### config.mk
export PLATFORM = sky130hd
export DESIGN_NAME = fifo_with_search_and_delete
export DESIGN_NICKNAME = d
export VERILOG_FILES = /design/src/hw/rtl/fwsd_pkg.sv /design/src/hw/rtl/fwsd_mem.sv /design/src/hw/rtl/fwsd_ctrl.sv /design/src/hw/rtl/fifo_with_search_and_delete.sv
export VERILOG_INCLUDE_DIRS = /design/src /design/src/hw/rtl
export SDC_FILE = /design/constraint.sdc
export NUM_CORES = 1
export LEC_CHECK = 0
export BUFFER_PORTS_ARGS = -buffer_cell sky130_fd_sc_hd__buf_2
export CORE_AREA = 2 2 253 255
export CTS_CLUSTER_DIAMETER = 120
export DETAILED_ROUTE_END_ITERATION = 6
export DIE_AREA = 0 0 255 257
export PLACE_DENSITY_LB_ADDON = 0.25
export RECOVER_POWER = 100
export SLEW_MARGIN = 40
export SYNTH_ARGS = -nofsm -noshare
export SYNTH_HDL_FRONTEND = slang
export SYNTH_HIERARCHICAL = 1
export SYNTH_SLANG_ARGS = --single-unit
### constraint.sdc
create_clock -name clk -period 9.7 [get_ports clk]
set_input_delay 0 -clock clk [delete_from_list [all_inputs] [get_ports clk]]
set_output_delay 0 -clock clk [all_outputs]
set_load 0.1 [all_outputs]
### src/hw/rtl/fifo_with_search_and_delete_macros.svh
// Assertion macros for the queue RTL.
`ifndef FIFO_WITH_SEARCH_AND_DELETE_MACROS_SVH
`define FIFO_WITH_SEARCH_AND_DELETE_MACROS_SVH

// Same-cycle implication, clocked on clk, off during reset.
`define FWSD_ASSERT_NOW(lbl, ante, cons, msg) \
  lbl: assert property (@(posedge clk) disable iff (!rst_n) (ante) |-> (cons)) \
    else $error(msg);

// Next-cycle implication, clocked on clk, off during reset.
`define FWSD_ASSERT_NEXT(lbl, ante, cons, msg) \
  lbl: assert property (@(posedge clk) disable iff (!rst_n) (ante) |=> (cons)) \
    else $error(msg);

`endif

### src/hw/rtl/fwsd_pkg.sv
// Shared types and constants for the searchable id queue.
package fwsd_pkg;

  localparam int DEF_QUEUE_DEPTH = 32;
  localparam int DEF_ID_WIDTH    = 16;

  localparam int ID_FIELD_W  = 16;
  localparam int POS_FIELD_W = 5;
  localparam int CNT_FIELD_W = 6;

  typedef enum logic [1:0] {
    MODE_APPEND = 2'd0,
    MODE_POP    = 2'd1,
    MODE_DELETE = 2'd2,
    MODE_QUERY  = 2'd3
  } mode_t;

  typedef enum logic [1:0] {
    ST_OK   = 2'd0,
    ST_MISS = 2'd1,
    ST_FULL = 2'd2
  } status_t;

  typedef struct packed {
    mode_t                 mode;
    logic [ID_FIELD_W-1:0] client_id;
  } in_item_t;

  typedef struct packed {
    status_t                status;
    logic [ID_FIELD_W-1:0]  result_id;
    logic [POS_FIELD_W-1:0] position;
    logic [CNT_FIELD_W-1:0] entry_count;
  } out_item_t;

endpackage

### src/hw/rtl/fwsd_mem.sv
// Entry storage: one write port, one read port, registered read data.
module fwsd_mem #(
  parameter int DEPTH = fwsd_pkg::DEF_QUEUE_DEPTH,
  parameter int WIDTH = fwsd_pkg::DEF_ID_WIDTH,
  parameter int AW    = $clog2(DEPTH)
) (
  input  logic             clk,
  input  logic             we,
  input  logic [AW-1:0]    waddr,
  input  logic [WIDTH-1:0] wdata,
  input  logic [AW-1:0]    raddr,
  output logic [WIDTH-1:0] rdata
);

  logic [WIDTH-1:0] mem_r [DEPTH];
  logic [WIDTH-1:0] rdata_r;

  always_ff @(posedge clk) begin
    if (we) begin
      mem_r[waddr] <= wdata;
    end
    rdata_r <= mem_r[raddr];
  end

  assign rdata = rdata_r;

endmodule

### src/hw/rtl/fwsd_ctrl.sv
// Queue sequencer: circular head/count, serial scan, delete compaction, result register.
`include "fifo_with_search_and_delete_macros.svh"

module fwsd_ctrl #(
  parameter int DEPTH = fwsd_pkg::DEF_QUEUE_DEPTH,
  parameter int ID_W  = fwsd_pkg::DEF_ID_WIDTH,
  parameter int AW    = $clog2(DEPTH)
) (
  input  logic                clk,
  input  logic                rst_n,
  input  logic                in_valid,
  output logic                in_ready,
  input  fwsd_pkg::in_item_t  in_data,
  output logic                out_valid,
  input  logic                out_ready,
  output fwsd_pkg::out_item_t out_data,
  output logic                mem_we,
  output logic [AW-1:0]       mem_waddr,
  output logic [ID_W-1:0]     mem_wdata,
  output logic [AW-1:0]       mem_raddr,
  input  logic [ID_W-1:0]     mem_rdata
);

  import fwsd_pkg::*;

  localparam int CW = $clog2(DEPTH + 1);

  typedef enum logic [2:0] {
    S_IDLE = 3'b001,
    S_SCAN = 3'b010,
    S_HOLD = 3'b100
  } state_t;

  state_t           state_r, state_nxt;
  logic [AW-1:0]    head_r, head_nxt;
  logic [CW-1:0]    count_r, count_nxt;
  logic [CW-1:0]    idx_r, idx_nxt;
  logic             found_r, found_nxt;
  mode_t            mode_r, mode_nxt;
  logic [ID_W-1:0]  key_r, key_nxt;
  logic [ID_W-1:0]  rid_r, rid_nxt;
  out_item_t        res_r;
  out_item_t        out_r;
  logic             out_valid_r, out_valid_nxt;

  out_item_t        res;
  logic             fin;
  logic             out_free;
  logic             load_out;
  logic             last;
  logic             match;
  logic [ID_W-1:0]  in_key;

  // logical offset from head -> physical slot
  function automatic logic [AW-1:0] phys(input logic [AW-1:0] base,
                                         input logic [CW-1:0] ofs);
    logic [AW:0] sum;
    sum = {1'b0, base} + (AW+1)'(ofs);
    if (sum >= (AW+1)'(DEPTH)) begin
      sum = sum - (AW+1)'(DEPTH);
    end
    return sum[AW-1:0];
  endfunction

  assign in_key   = ID_W'(in_data.client_id);
  assign in_ready = (state_r == S_IDLE);
  assign out_free = !out_valid_r || out_ready;
  assign last     = (idx_r == (count_r - CW'(1)));
  assign match    = (mem_rdata == key_r);

  always_comb begin
    state_nxt = state_r;
    head_nxt  = head_r;
    count_nxt = count_r;
    idx_nxt   = idx_r + CW'(1);
    found_nxt = found_r;
    mode_nxt  = mode_r;
    key_nxt   = key_r;
    rid_nxt   = rid_r;
    fin       = 1'b0;
    res       = '0;
    mem_we    = 1'b0;
    mem_waddr = phys(head_r, idx_r - CW'(1));
    mem_wdata = mem_rdata;
    mem_raddr = phys(head_r, idx_r + CW'(1));

    case (state_r)
      S_IDLE: begin
        idx_nxt   = '0;
        found_nxt = 1'b0;
        mode_nxt  = in_data.mode;
        key_nxt   = in_key;
        mem_raddr = head_r;
        if (in_valid) begin
          if (in_data.mode == MODE_APPEND) begin
            fin = 1'b1;
            if (count_r == CW'(DEPTH)) begin
              res.status = ST_FULL;
            end else begin
              mem_we    = 1'b1;
              mem_waddr = phys(head_r, count_r);
              mem_wdata = in_key;
              count_nxt = count_r + CW'(1);
            end
          end else if (count_r == '0) begin
            fin        = 1'b1;
            res.status = ST_MISS;
          end else begin
            state_nxt = S_SCAN;
          end
        end
      end
      S_SCAN: begin
        case (mode_r)
          MODE_POP: begin
            fin           = 1'b1;
            res.result_id = ID_FIELD_W'(mem_rdata);
            head_nxt      = phys(head_r, CW'(1));
            count_nxt     = count_r - CW'(1);
          end
          MODE_QUERY: begin
            if (match) begin
              fin          = 1'b1;
              res.position = POS_FIELD_W'(idx_r);
            end else if (last) begin
              fin        = 1'b1;
              res.status = ST_MISS;
            end
          end
          MODE_DELETE: begin
            // after the hit, every younger entry moves one slot toward head
            mem_we = found_r;
            if (!found_r && match) begin
              found_nxt = 1'b1;
              rid_nxt   = mem_rdata;
            end
            if (last) begin
              fin = 1'b1;
              if (found_r || match) begin
                count_nxt     = count_r - CW'(1);
                res.result_id = found_r ? ID_FIELD_W'(rid_r) : ID_FIELD_W'(mem_rdata);
              end else begin
                res.status = ST_MISS;
              end
            end
          end
          default: begin
            fin = 1'b1;
          end
        endcase
      end
      S_HOLD: begin
        if (out_free) begin
          state_nxt = S_IDLE;
        end
      end
      default: begin
        state_nxt = S_IDLE;
      end
    endcase

    res.entry_count = CNT_FIELD_W'(count_nxt);
    if (fin) begin
      state_nxt = out_free ? S_IDLE : S_HOLD;
    end
  end

  assign load_out      = out_free && (fin || (state_r == S_HOLD));
  assign out_valid_nxt = load_out ? 1'b1 : (out_ready ? 1'b0 : out_valid_r);

  always_ff @(posedge clk) begin
    if (!rst_n) begin
      state_r     <= S_IDLE;
      head_r      <= '0;
      count_r     <= '0;
      out_valid_r <= 1'b0;
    end else begin
      state_r     <= state_nxt;
      head_r      <= head_nxt;
      count_r     <= count_nxt;
      out_valid_r <= out_valid_nxt;
    end
  end

  always_ff @(posedge clk) begin
    idx_r   <= idx_nxt;
    found_r <= found_nxt;
    mode_r  <= mode_nxt;
    key_r   <= key_nxt;
    rid_r   <= rid_nxt;
    if (fin && !out_free) begin
      res_r <= res;
    end
    if (load_out) begin
      out_r <= (state_r == S_HOLD) ? res_r : res;
    end
  end

  assign out_valid = out_valid_r;
  assign out_data  = out_r;

  `FWSD_ASSERT_NOW(a_count_bound, 1'b1, count_r <= CW'(DEPTH), "entry count above depth")
  `FWSD_ASSERT_NOW(a_head_range, 1'b1, {1'b0, head_r} < (AW+1)'(DEPTH), "head pointer out of range")
  `FWSD_ASSERT_NOW(a_scan_nonempty, state_r == S_SCAN, count_r != '0, "scan on empty queue")
  `FWSD_ASSERT_NOW(a_we_owner, mem_we, (state_r == S_SCAN) || ((state_r == S_IDLE) && in_valid && (in_data.mode == MODE_APPEND)), "memory write outside append or compaction")
  `FWSD_ASSERT_NEXT(a_del_shrinks, fin && (state_r == S_SCAN) && (mode_r == MODE_DELETE) && (res.status == ST_OK), count_r == ($past(count_r) - CW'(1)), "successful delete did not shrink queue")

endmodule

### src/hw/rtl/fifo_with_search_and_delete.sv
// Top level of the bounded id queue with delete-by-id and position lookup.
// Input channel (in_valid/in_ready/in_data): one transaction per operation:
//   append, pop head, delete first match, or query first-match position.
// Result channel (out_valid/out_ready/out_data): exactly one transaction per
//   input transaction, in order, carrying status, id, position and entry count.
// Entries sit in a single-port-read synchronous RAM used as a circular buffer.
// Steps from input transaction to result valid:
//   append, full reject, empty reject: result taken straight from idle
//   pop: one RAM read of the head entry, then the result
//   query: serial scan from the head to the first hit or the last entry
//   delete: a scan over all entries (one RAM read per entry; younger
//     entries are rewritten one slot toward the head during the same pass)
// One operation is in flight at a time; in_ready is high only between
// operations, so a new transaction waits until the previous one finishes.
// A finished result waits in the output register; if that is still occupied,
// a second result is parked and in_ready stays low until the receiver takes one.
// Reset empties the queue (count and head cleared); the RAM is not cleared.
module fifo_with_search_and_delete #(
  parameter int QUEUE_DEPTH = fwsd_pkg::DEF_QUEUE_DEPTH,
  parameter int ID_WIDTH    = fwsd_pkg::DEF_ID_WIDTH
) (
  input  logic                clk,
  input  logic                rst_n,
  input  logic                in_valid,
  output logic                in_ready,
  input  fwsd_pkg::in_item_t  in_data,
  output logic                out_valid,
  input  logic                out_ready,
  output fwsd_pkg::out_item_t out_data
);

  localparam int AW = $clog2(QUEUE_DEPTH);

  logic                mem_we;
  logic [AW-1:0]       mem_waddr;
  logic [ID_WIDTH-1:0] mem_wdata;
  logic [AW-1:0]       mem_raddr;
  logic [ID_WIDTH-1:0] mem_rdata;

  fwsd_ctrl #(
    .DEPTH (QUEUE_DEPTH),
    .ID_W  (ID_WIDTH),
    .AW    (AW)
  ) u_ctrl (
    .clk       (clk),
    .rst_n     (rst_n),
    .in_valid  (in_valid),
    .in_ready  (in_ready),
    .in_data   (in_data),
    .out_valid (out_valid),
    .out_ready (out_ready),
    .out_data  (out_data),
    .mem_we    (mem_we),
    .mem_waddr (mem_waddr),
    .mem_wdata (mem_wdata),
    .mem_raddr (mem_raddr),
    .mem_rdata (mem_rdata)
  );

  fwsd_mem #(
    .DEPTH (QUEUE_DEPTH),
    .WIDTH (ID_WIDTH),
    .AW    (AW)
  ) u_mem (
    .clk   (clk),
    .we    (mem_we),
    .waddr (mem_waddr),
    .wdata (mem_wdata),
    .raddr (mem_raddr),
    .rdata (mem_rdata)
  );

endmodule
== Word-level counts from Yosys, hierarchy flattened ==
Memory sizes are Yosys's and may differ from the RTL's. A register that Yosys moved wholly into a read port is not among the register bits.
Cells that the tools add are included.

* Word-level logic and storage cells: 130
* Bits in registers: 114
* Bits in writable memories: 512
* Output and inout port bits: 31
* Memories: 1
* Input port bits: 22

{| class="wikitable"
|+ Memories
! memory !! words !! bits a word !! rd ports !! clocked after memory_dff !! wr ports !! line !! source
|-
| u_mem.mem_r || 32 || 16 || 1 || 1 || 1 || fwsd_mem.sv:15 || <nowiki>logic [WIDTH-1:0] mem_r [DEPTH];</nowiki>
|}

* Mux-type cells: 63
* $add $sub $neg: 12
* Reduce and logical (&&, ||, !) cells: 17
* Equal/unequal tests: 16
* Order comparisons: 4

{| class="wikitable"
|+ Operators by type and width
! operator !! number
|-
| 16-bit 2-to-1 mux || 6
|-
| 5-bit 2-to-1 mux || 11
|-
| 16-bit case mux with 2 select lines || 1
|-
| 6-bit 2-to-1 mux || 5
|-
| 29-bit 2-to-1 mux || 1
|-
| 6-bit >= comparator, second input constant || 4
|-
| 6-bit case mux with 2 select lines || 2
|-
| 21-bit 2-to-1 mux || 1
|-
| 5-bit by 1-bit subtractor with 5-bit output, second input constant || 4
|-
| 5-bit by 6-bit adder with 6-bit output || 3
|-
| 1-bit 2-to-1 mux || 18
|-
| 3-bit 2-to-1 mux || 6
|-
| 17-bit 2-to-1 mux || 1
|-
| 16-bit == test || 1
|-
| 6-bit by 1-bit adder with 6-bit output, second input constant || 2
|-
| 6-bit by 1-bit subtractor with 6-bit output, second input constant || 2
|-
| 3-bit by 2-bit != test with 1-bit output, second input constant || 3
|-
| 3-bit case mux with 3 select lines || 1
|-
| 2-bit 2-to-1 mux || 4
|-
| 1-bit case mux with 2 select lines || 4
|-
| 2-bit case mux with 2 select lines || 2
|-
| 5-bit by 1-bit adder with 6-bit output, second input constant || 1
|-
| 6-bit == test || 1
|-
| 6-bit == test, second input constant || 1
|-
| other kinds (17) || 27
|}

== Logic depth before layout (Yosys ltp) ==
Gate-level depths: netlist of the first run.

* Depth after elaboration: 9
* Mapped depth: 15
* Depth with buffers taken out: 12

== Modules after synthesis ==
The synthesis of the first run kept the hierarchy.

{| class="wikitable"
|+ Modules (own cells, without submodules)
! module !! cells each !! times used !! area each (um^2)
|-
| fwsd_mem || 1,143 || 1 || 20,534.7
|-
| fwsd_ctrl || 550 || 1 || 6,259.8
|}

== Worst setup path before layout of the first run ==
No wires, ideal clock.

* Kind: flip-flop to flip-flop
* Start point: reg u_ctrl.state_r[0]
* End point: reg u_mem.rdata_r[10] (netlist: u_mem/rdata[10]), read port of u_mem.mem_r
* Library setup time: 63 ps
* Arrival: 3,992 ps
* Clock period less this slack: 4,054 ps
* Slack: 5,646 ps
* Required time: 9,637 ps
* Stages on the path, launching flop included: 13
* Path through: dfxtp_1 or3b_2 clkbuf_1 inv_1 buf_1 o21ai_0 buf_6 or2_1 buf_2 clkbuf_1 nor3_1 a31oi_1 nand3_1

* Cells in the longest elaborated chain, start to end: 2

{| class="wikitable"
|+ RTL lines
! what !! line !! source
|-
| start, declared || fwsd_ctrl.sv:34 || <nowiki>state_t state_r, state_nxt;</nowiki>
|-
| start signal, assigned || fwsd_ctrl.sv:178 || <nowiki>state_r <= state_nxt;</nowiki>
|-
| 3-bit by 1-bit == test with 1-bit output || n/a ||
|-
| net in_ready || fifo_with_search_and_delete.sv:25 || <nowiki>output logic in_ready,</nowiki>
|-
| 5-bit 2-to-1 mux || fwsd_ctrl.sv:87 || <nowiki>case (state_r)</nowiki>
|-
| net mem_raddr[3] || fifo_with_search_and_delete.sv:37 || <nowiki>logic [AW-1:0] mem_raddr;</nowiki>
|-
| end, declared || fwsd_mem.sv:16 || <nowiki>logic [WIDTH-1:0] rdata_r;</nowiki>
|}

The timed path passes the listed nets, and every way through them passes these cells.
A chain may end at the register's enable or synchronous reset.

== Worst setup path after layout of the first run ==
* Start point: reg u_ctrl.count_r[1]
* End point: reg u_ctrl/res_r[12] in the netlist's numbering, enable pin

* Cells in the longest elaborated chain, start to end: 7
* Elaborated cells on any way between the ends: 11
* Classes of those cells: add/sub: 1; eq/ne: 1; mux: 7; reduce/logical: 2

{| class="wikitable"
|+ RTL lines
! what !! line !! source
|-
| start, declared || fwsd_ctrl.sv:36 || <nowiki>logic [CW-1:0] count_r, count_nxt;</nowiki>
|-
| start signal, assigned || fwsd_ctrl.sv:180 || <nowiki>count_r <= count_nxt;</nowiki>
|-
| 6-bit by 1-bit subtractor with 6-bit output || fwsd_ctrl.sv:68 || <nowiki>assign last = (idx_r == (count_r - CW'(1)));</nowiki>
|-
| 6-bit == test || fwsd_ctrl.sv:68 ||
|-
| 1-bit 2-to-1 mux || fwsd_ctrl.sv:125, fwsd_ctrl.sv:137 ||
|-
| 1-bit 2-to-1 mux || fwsd_ctrl.sv:122 || <nowiki>if (match) begin</nowiki>
|-
| 1-bit case mux with 2 select lines || fwsd_ctrl.sv:114 || <nowiki>case (mode_r)</nowiki>
|-
| 1-bit case mux with 2 select lines (*) || fwsd_ctrl.sv:87 ||
|-
| 1-bit logical AND (*) || fwsd_ctrl.sv:191 || <nowiki>if (fin && !out_free) begin</nowiki>
|-
| end signal, assigned || fwsd_ctrl.sv:192 || <nowiki>res_r <= res;</nowiki>
|-
| end, declared || fwsd_ctrl.sv:42 || <nowiki>out_item_t res_r;</nowiki>
|}

Every way passes the cells marked *; elsewhere a longest branch is shown, timed or not.

==> reports/summary.txt, run 1 <==
======================================================================================
Core ar.                                                                     62700 µm²
Synth Net Count                                                                   1741
Number of synthesized flops with an enable pin                                     605
Maximum root-to-sink buffer count                                                    3
Netlist area before placement                                                26800 µm²
Setup crit start                                                          u_ctrl/count_r[1]
Antenna Violating Nets Remaining                                                     0
Max Clock Freq                                                               0.162 GHz
Number of global-route vias before repair                                        14800
Hold wc startpoint                                                          in_data[9]
Iteration-0 DRC count of the detailed router                                      1560
Overall track demand over capacity in global routing                             19.4%
Worst Path Arrival                                                             6.35 ns
Outcome                                                                   finished with violations
Synthesized area divided by synthesized cell count                            15.8 µm²
Post-DR vias/cell                                                                 5.61
Fin nets                                                                          1839
Global route overflow                                                                0
FP Rows                                                                             92
Drt total wl                                                                  63600 µm
First-pass GRT wire length                                                    95300 µm
Violated checks                                                           max-capacitance violations, max-slew violations
Number of max-capacitance violations reported                                        5
Pin slew with the least headroom to its limit                                  2.58 ns
Hold Vio Cnt, Final                                                                  0
Setup TNS                                                                         0 ns
Worst path max stage delay                                                     2.07 ns
Flop-to-flop setup slack                                                       3.53 ns
Final Total Pwr                                                                6950 µW
Starting density of the core                                                     42.7%
Largest net degree at the start of global routing                                  118
Slew margin rel.                                                                -76.6%
Final clock skew                                                             0.0207 ns
Shortest clock period the worst path allows after layout                       6.17 ns
Critical Path, Cell by Cell                                               inv_1 > ha_1 > nor3b_1 > a21oi_1 > a2111oi_0 > a221o_1 > a21oi_1 > nor2b_2 > clkbuf_1
Fraction of the yosys area taken by sequential cells                             70.6%
Number of input and output port buffers inserted                                    52
First-pass detailed-route iteration total                                            5
Count of fill cells added during filler insertion                                 5314
Top-Level Pins                                                                      53
Via count                                                                        15100
Critical Path Most Common Cell                                                 a21oi_1
Multi-input logic area                                                        7120 µm²
Sinks on the clock net                                                             642
Maximum level of the CTS H-tree                                                      3
Endpoints failing setup                                                              0
Register clock-pin slew on the reported worst setup and hold paths             0.06 ns
#FFs+latches synth                                                                 642
Die boundary width                                                              255 µm
Growth of design area from synthesis to finish                                   12.9%
Hold crit path type                                                             in2reg
Top_reg_cell synth                                                            edfxtp_1
Number of buffers created by CTS                                                    68
Routed length per placed instance                                              23.6 µm
RSZ-0062 raised after global routing                                                no
Remaining routing DRC violations                                                     0
Post-route fraction of the period consumed by the critical path                  63.6%
Library cell contributing the largest single delay on the critical path      a2111oi_0
Initial antenna violation count                                                      0
Worst Setup End Kind                                                          register
Distinct cell type count of the synthesized netlist                                 72
Clock tree from TritonCTS                                                         done
Fraction of final layout cells with drive strength greater than 1                8.39%
Register area                                                                18900 µm²
Clock latency reported for the late side of the worst-skew pair                0.60 ns
Library cell used as clock root buffer                                       clkbuf_16
Die area                                                                     65500 µm²
Required time reported for the critical path endpoint                          9.88 ns
Cell count after synthesis                                                        1693
Max VDD drop                                                                  0.134 mV
GPL Wtd Cong                                                                     0.908
Detailed-placement wirelength estimate                                        38800 µm
Ratio of total power to cell area                                           230 nW/µm²
Die extent in y                                                                 257 µm
PostCTS Resize Cnt                                                                   0
Largest driver fanout on the critical path                                          29
Total count of max-transition violations in the final report                       104
Asr flop ratio synth                                                                0%
Type of the worst setup path                                                   reg2reg
Synthesis warning total                                                              6
Startpoint of the worst register-to-register path                         u_ctrl/count_r[1]
Crit path launch type                                                         register
Leak Pwr                                                                    0.00997 µW
======================================================================================
-- where the power goes --
| part | leakage, µW | switching (µW) | internal, µW |
|---|---|---|---|
| logic | 0.00305 | 673 | 275 |
| registers | 0.00577 | 66.1 | 3250 |
| clock network | 0.00115 | 1080 | 1600 |
| total | 0.00997 | 1820 | 5120 |
-- cell type report --
class                           count  area share (%)
Sequential cell                   642            62.5
Tap cell                          846            3.50
Timing Repair Buffer              123            2.30
Multi-Input combinational cell    926            23.5
Clock buffer                       85            6.17
Inverter                           30           0.372
Clock inverter                     41            1.61
Antenna cell                        3          0.0248
-- worst paths after layout --
check | endpoint | cells after the start
worst min register to register | u_ctrl/idx_r[0] | 1
worst max register to register | u_ctrl/res_r[12] | 9
worst max-delay path | u_ctrl/res_r[12] | 9
worst min-delay path | u_ctrl/key_r[9] | 2
-- repair_timing --
action                                 4_1_cts  5_1_grt
hold buffers                                22        0
buffers inserted                             0        0
endpoints found under the hold margin       35        0
-- stage by stage --
step | instances | setup slack [ns] | area [µm²] | util (%) | hold WS (ns)
after floorplan | 1693 | 5.65 | 26800 | - | 0.0989
after global placement | 2544 | 5.75 | 27900 | 44.4 | 0.218
after detailed placement | 2544 | 5.77 | 27900 | 44.5 | 0.207
after CTS | 2692 | 5.74 | 30500 | 48.6 | 0.118
after global routing | 2693 | 3.23 | 30200 | 48.2 | 0.196
final | 2696 | 3.53 | 30300 | 48.2 | 0.194
-- flip-flops by register name (all words and copies together), names as in the netlist, 5 cells and up --
name / count
u_ctrl/count_r: 6
u_ctrl/head_r: 5
u_ctrl/idx_r: 6
u_ctrl/key_r: 16
u_ctrl/out_data: 29
u_ctrl/res_r: 29
u_ctrl/rid_r: 16
u_mem/mem_r: 512
u_mem/rdata: 16
-- worst max-delay path: cells and delay by family (launching register included) --
family,cells,cell delay (ns)
AO/OA/AOI/OAI,4,2.84
AND/OR/NAND/NOR,2,0.59
buffers and inverters,2,1.51
adder cells (fa/ha/maj),1,0.36
flip-flops,1,0.43
-- layer usage --
| layer | vias up | track usage [%] | part of all wire [%] |
|---|---|---|---|
| met4 | 0 | 4.91 | 1.6 |
| met1 | 7733 | 27.9 | 46 |
| li1 | 6829 | - | - |
| met2 | 497 | 30.2 | 46 |
| met3 | 72 | 3.86 | 6.6 |
| met5 | - | 0 | 0 |
-- synthesized netlist by cell type (22+ instances only) --
master / instances / area (µm²)
buf_4: 23 / 173
dfxtp_1: 37 / 741
nor2_1: 81 / 304
inv_1: 30 / 113
a21oi_1: 56 / 280
edfxtp_1: 605 / 18200
buf_2: 26 / 130
a22o_1: 33 / 289
ha_1: 23 / 288
xnor2_1: 32 / 280
nand3_1: 40 / 200
mux2i_1: 259 / 2590
nand4_1: 22 / 138
a22oi_1: 80 / 601
nand2_1: 62 / 233
and3_1: 22 / 138
clkbuf_1: 28 / 105
-- kinds of logic after synthesis --
family | share of synthesized area (%)
AOI/OAI and AO/OA | 7.40
DFF | 70.6
buffers and inverters | 2.92
muxes | 10.5
and+or+nand+nor | 5.88
xor gates and xnor gates | 1.47
adders and majority gates | 1.30
-- cell usage in the layout, fill, tap and decap left out, types with 4 or more instances in the layout --
master	count
nor2b_1	4
buf_4	10
and3_1	22
a21oi_1	55
a21o_1	11
dlygate4sd3_1	22
nand3b_1	5
clkinv_2	15
clkbuf_16	70
edfxtp_1	605
and2_1	4
bufinv_16	8
nand3_1	40
o21ai_0	16
a211oi_1	4
ha_1	23
clkbuf_8	6
and2_0	7
a31oi_1	21
nor3_1	20
clkinvlp_4	4
mux2i_1	259
nand2_1	62
mux2_1	17
a22o_1	33
dfxtp_1	37
a221o_1	19
nand4_1	22
clkinv_1	8
clkbuf_1	93
o31ai_1	4
xor2_1	11
xnor2_1	31
nor2_1	80
a22oi_1	80
inv_1	30
or3b_2	5
Power figures use the tool's default switching activity.
==> inputs of run 2 (changes only) <==
==> constraint.sdc (replaced) <==
create_clock -name clk -period 5.9 [get_ports clk]
set_input_delay 0 -clock clk [delete_from_list [all_inputs] [get_ports clk]]
set_output_delay 0 -clock clk [all_outputs]
set_load 0.1 [all_outputs]
==> run 2 against run 1 <==
  * The run ends with max-capacitance violations left
  * Cell count about the same
  * Sequential share of layout area increased by 0.36 points
  * First-iteration DRC count decreased by 11%
  * Routed wire length increased by 1.1%
  * Core utilization decreased by 0.28 points
  * Largest power group unchanged
==> reports/summary.txt, run 2 (synthesis gave the netlist of run 1 again) <==
======================================================================================
Hold crit path type                                                             in2reg
Ratio of total power to cell area                                           368 nW/µm²
Worst Path Arrival                                                             4.97 ns
Hold Vio Cnt, Final                                                                  0
Cell Count, Final, Fillers Out                                                    2695
Post-CTS setup buffer count                                                          0
Violated checks                                                           max-capacitance violations
Library cell contributing the largest single delay on the critical path       clkbuf_1
Worst path max stage delay                                                     0.85 ns
Total count of max-transition violations in the final report                         0
Clock latency reported for the late side of the worst-skew pair                0.60 ns
Library cell used as clock root buffer                                       clkbuf_16
Most frequent standard cell in the layout excluding fill and tap cells        edfxtp_1
Remaining routing DRC violations                                                     0
Required time reported for the critical path endpoint                          6.10 ns
Clock tree from TritonCTS                                                         done
Worst Setup End Kind                                                          register
Drt total wl                                                                  64300 µm
Largest register FFs                                                               512
Fin nets                                                                          1849
Highest-count cells in the layout ignoring fill and taps                  605 x edfxtp_1, 259 x mux2i_1, 101 x clkbuf_1
Fraction of final layout cells with drive strength greater than 1                7.63%
Growth of design area from synthesis to finish                                   12.3%
FP Rows                                                                             92
Max VDD drop                                                                  0.164 mV
Pin slew with the least headroom to its limit                                  1.50 ns
Buffers and inverters on the worst path                                              3
Core ar.                                                                     62700 µm²
Type of the worst setup path                                                   reg2reg
Starting density of the core                                                     42.7%
Iteration-0 DRC count of the detailed router                                      1396
Top-Level Pins                                                                      53
Die boundary width                                                              255 µm
Routed length per placed instance                                              23.8 µm
Initial antenna violation count                                                      1
Count of fill cells added during filler insertion                                 5371
Largest net degree at the start of global routing                                   77
Top register by number of flip-flops                                       u_mem/mem_r
First-pass detailed-route iteration total                                            5
Die extent in y                                                                 257 µm
Maximum level of the CTS H-tree                                                      3
First-pass GRT wire length                                                    95400 µm
Outcome                                                                   finished with violations
Crit path launch type                                                         register
Detailed-placement wirelength estimate                                        39700 µm
Post-route fraction of the period consumed by the critical path                  80.8%
Final clock skew                                                             0.0260 ns
Post-DR vias/cell                                                                 5.66
RSZ-0062 raised after global routing                                                no
Sinks on the clock net                                                             642
Number of global-route vias before repair                                        14700
GPL Wtd Cong                                                                     0.871
Number of input and output port buffers inserted                                    52
Endpoints failing setup                                                              0
Number of buffers created by CTS                                                    69
Antenna Violating Nets Remaining                                                     0
Shortest clock period the worst path allows after layout                       4.77 ns
Critical Path, Cell by Cell                                               inv_1 > ha_1 > nor4b_1 > a211oi_1 > buf_4 > nand2_1 > o21ai_0 > nand3_1 > nor2_1 > clkbuf_1
Register clock-pin slew on the reported worst setup and hold paths             0.06 ns
Maximum root-to-sink buffer count                                                    3
Largest driver fanout on the critical path                                          23
Leak Pwr                                                                    0.00989 µW
Global route overflow                                                                0
Number of max-capacitance violations reported                                        1
Cells after DPL                                                                   2552
Critical path's top delay family                                          buffers and inverters
Overall track demand over capacity in global routing                             19.6%
Max Clock Freq                                                               0.210 GHz
Setup TNS                                                                         0 ns
Die area                                                                     65500 µm²
Via count                                                                        15300
Slew margin rel.                                                               0.0979%
======================================================================================
run 2: final cells by class:
type / count / area [µm²] / share of cell area (%)
Clock inverter: 30 / 224 / 0.745
Timing Repair Buffer: 132 / 788 / 2.62
Tap cell: 846 / 1060 / 3.52
Clock buffer: 88 / 1850 / 6.15
Antenna cell: 1 / 2.50 / 0.00832
Multi-Input combinational cell: 926 / 7140 / 23.7
Sequential cell: 642 / 18900 / 62.9
Inverter: 30 / 113 / 0.374
run 2: timing repair:
action                                  4_1_cts  5_1_grt
endpoints found under the hold margin        34        0
hold buffers                                 22        0
resized for setup                             0        0
endpoints found under the setup margin        0        0
run 2: path summary, 6_finish.rpt:
path                          start            endpoint  slack, ns  cells after the start
setup / recovery  u_ctrl/count_r[0]  u_mem/mem_r[7][15]       1.13                     10
hold reg to reg     u_ctrl/res_r[6]  u_ctrl/out_data[6]       0.52                      1
setup reg to reg  u_ctrl/count_r[0]  u_mem/mem_r[7][15]       1.13                     10
hold / removal           in_data[9]     u_ctrl/key_r[9]       0.20                      2
run 2: stage by stage:
step	utilization [%]	setup WS, ns	hold WS (ns)	area (µm²)	total power [µW]
global placement	44.5	1.65	0.227	27900	7150
global route	47.9	0.833	0.210	30100	11500
detailed placement	44.6	1.84	0.212	28000	7180
CTS	48.3	1.84	0.120	30300	11200
floorplan	-	1.85	0.0989	26800	6670
finish	47.9	1.13	0.198	30100	11100
run 2: per-layer routing:
metal	GRT usage (%)	part of all wire, %	up-vias
li1	-	-	6838
met1	27.8	44	7825
met2	31.1	47	514
met3	3.47	6.4	75
met4	5.38	1.9	0
met5	0	0	-
run 2: power breakdown:
part / switching [µW] / internal (µW) / leakage (µW) / total (µW)
logic: 1200 / 458 / 0.00311 / 1650
registers: 80.8 / 5350 / 0.00577 / 5430
clock network: 1700 / 2300 / 0.00102 / 4000
total: 2970 / 8110 / 0.00989 / 11100
==> inputs of run 3 (changes only) <==
==> constraint.sdc (replaced) <==
create_clock -name clk -period 4.4 [get_ports clk]
set_input_delay 0 -clock clk [delete_from_list [all_inputs] [get_ports clk]]
set_output_delay 0 -clock clk [all_outputs]
set_load 0.1 [all_outputs]
==> run 3 against run 2 <==
  * The run ends with max-capacitance violations, max-slew violations left
  * Non-clock buffer count up 38
  * Clock power rose by 45%
  * Global-route usage increased by 0.96 points
  * Register-to-register slack got worse by 0.75 ns
  * Hold slack hardly changed
  * Worst setup slack worse by 0.75 ns
  * Final area increased by 1.8%
  * Clock skew increased by 0.0018 ns
  * Via count grew 0.72%
  * Sequential power up 34%
  * Routed wire length rose by 4.6%
  * Largest power group unchanged
  * Highest routed layer is now met5
==> reports/summary.txt, run 3 (synthesis gave the netlist of run 1 again) <==
======================================================================================
Setup crit start                                                          u_ctrl/count_r[1]
Detailed-placement wirelength estimate                                        42100 µm
Flop-to-flop setup slack                                                       0.38 ns
Post-CTS setup buffer count                                                          0
Die boundary width                                                              255 µm
Endpoints failing setup                                                              0
Worst Setup End Kind                                                          register
Largest driver fanout on the critical path                                          16
Fin nets                                                                          1887
Type of the worst setup path                                                   reg2reg
Crit path launch type                                                         register
Die area                                                                     65500 µm²
Critical Path, Cell by Cell                                               inv_1 > ha_1 > nor4b_1 > a211oi_1 > clkbuf_1 > nand2_1 > o21ai_0 > nand3b_1 > nor2_1 > clkbuf_2
Hold path cells                                                                      2
Via count                                                                        15400
Max VDD drop                                                                  0.278 mV
Count of fill cells added during filler insertion                                 5326
Top register by number of flip-flops                                       u_mem/mem_r
Startpoint of the worst register-to-register path                         u_ctrl/count_r[1]
Highest-count cells in the layout ignoring fill and taps                  605 x edfxtp_1, 259 x mux2i_1, 80 x a22oi_1
Core ar.                                                                     62700 µm²
Outcome                                                                   finished with violations
Top-Level Pins                                                                      53
Library cell contributing the largest single delay on the critical path       nand3b_1
Die extent in y                                                                 257 µm
Setup TNS                                                                         0 ns
Routed length per placed instance                                              24.5 µm
Maximum root-to-sink buffer count                                                    3
Leak Pwr                                                                     0.0103 µW
Area of placed instances                                                     28400 µm²
Design area                                                                  30600 µm²
Overall track demand over capacity in global routing                             20.6%
First-pass GRT wire length                                                    99500 µm
Drt total wl                                                                  67200 µm
Antenna Violating Nets Remaining                                                     0
RSZ-0062 raised after global routing                                                no
Register clock-pin slew on the reported worst setup and hold paths             0.06 ns
Worst Hold Endpoint                                                       u_ctrl/key_r[13]
Global route overflow                                                                0
Pin slew with the least headroom to its limit                                  1.73 ns
Number of input and output port buffers inserted                                    52
Iteration-0 DRC count of the detailed router                                      1572
Initial antenna violation count                                                      1
Required time reported for the critical path endpoint                          4.62 ns
Register area                                                                18900 µm²
Worst Path Arrival                                                             4.25 ns
First-pass detailed-route iteration total                                            5
GPL Wtd Cong                                                                     0.870
Growth of design area from synthesis to finish                                   14.3%
Final clock skew                                                             0.0278 ns
Cell count of the worst reg-to-reg path                                             10
Largest register FFs                                                               512
Number of buffers created by CTS                                                    69
FP Rows                                                                             92
Hold crit path type                                                             in2reg
Number of max-capacitance violations reported                                        1
Hold wc startpoint                                                         in_data[13]
Hold Vio Cnt, Final                                                                  0
Fraction of final layout cells with drive strength greater than 1                12.4%
Remaining routing DRC violations                                                     0
Shortest clock period the worst path allows after layout                       4.02 ns
Max Clock Freq                                                               0.248 GHz
PostCTS Resize Cnt                                                                   0
Slew margin rel.                                                                -15.0%
Post-route fraction of the period consumed by the critical path                  91.5%
Number of hold buffers added after cts                                              22
Crit Reg-Reg Endpoint                                                     u_mem/mem_r[2][15]
Total count of max-transition violations in the final report                        31
Library cell used as clock root buffer                                       clkbuf_16
Clock tree from TritonCTS                                                         done
Violated checks                                                           max-capacitance violations, max-slew violations
Largest net degree at the start of global routing                                   65
Critical path's top delay family                                          simple AND/OR/NAND/NOR gates
Post-DR vias/cell                                                                 5.61
Multi-input logic area                                                        7130 µm²
Most frequent standard cell in the layout excluding fill and tap cells        edfxtp_1
Clock latency reported for the late side of the worst-skew pair                0.60 ns
Starting density of the core                                                     42.7%
Sinks on the clock net                                                             642
Maximum level of the CTS H-tree                                                      3
Buffers and inverters on the worst path                                              3
Worst path max stage delay                                                     0.71 ns
Ratio of total power to cell area                                           504 nW/µm²
Number of global-route vias before repair                                        15000
======================================================================================
run 3: cell types whose count changed in the layout (fill, tap and decap cells not counted), sizes merged:
cell and delta:
clkbuf +6, bufinv +6, inv -1, clkinv +1, buf +31
run 3: how the worst max path moves through the flow:
stage                         endpoint  cells past startpoint
finish              u_mem/mem_r[2][15]                     10
global route         u_mem/mem_r[7][4]                     10
CTS                 u_mem/mem_r[3][13]                     13
detailed placement   u_mem/mem_r[3][7]                     13
global placement     u_mem/mem_r[3][6]                     13
floorplan              u_mem/rdata[10]                     12
run 3: metrics by stage:
stage / std cells / hold slack, ns / total power (µW) / util [%] / worst slack, ns
2_1_floorplan: 1693 / 0.0989 / 8940 / - / 0.346
3_3_place_gp: 2590 / 0.206 / 9720 / 45.2 / 0.685
3_5_place_dp: 2592 / 0.206 / 9780 / 45.3 / 0.660
4_1_cts: 2737 / 0.130 / 15600 / 49.2 / 0.597
5_1_grt: 2737 / 0.200 / 15900 / 48.8 / 0.200
6_report: 2738 / 0.198 / 15400 / 48.8 / 0.375
run 3: metal layers:
| metal | GRT usage [%] | wire [µm] |
|---|---|---|
| met1 | 30.8 | 30900 |
| met2 | 31.6 | 31000 |
| met3 | 3.32 | 4090 |
| met4 | 4.68 | 1280 |
| met5 | 0 | 13 |
run 3: power by group:
part | internal (µW) | leakage [µW] | switching [µW]
registers | 7150 | 0.00577 | 113
clock network | 3490 | 0.00112 | 2310
logic | 690 | 0.00337 | 1670
run 3: cell type report:
class | count | area share, %
inverter | 30 | 0.368
multi-input combinational | 926 | 23.3
tap | 846 | 3.46
clock inverter | 36 | 1.25
antenna | 1 | 0.00817
timing repair buffer | 170 | 3.76
sequential | 642 | 61.7
clock buffer | 87 | 6.13
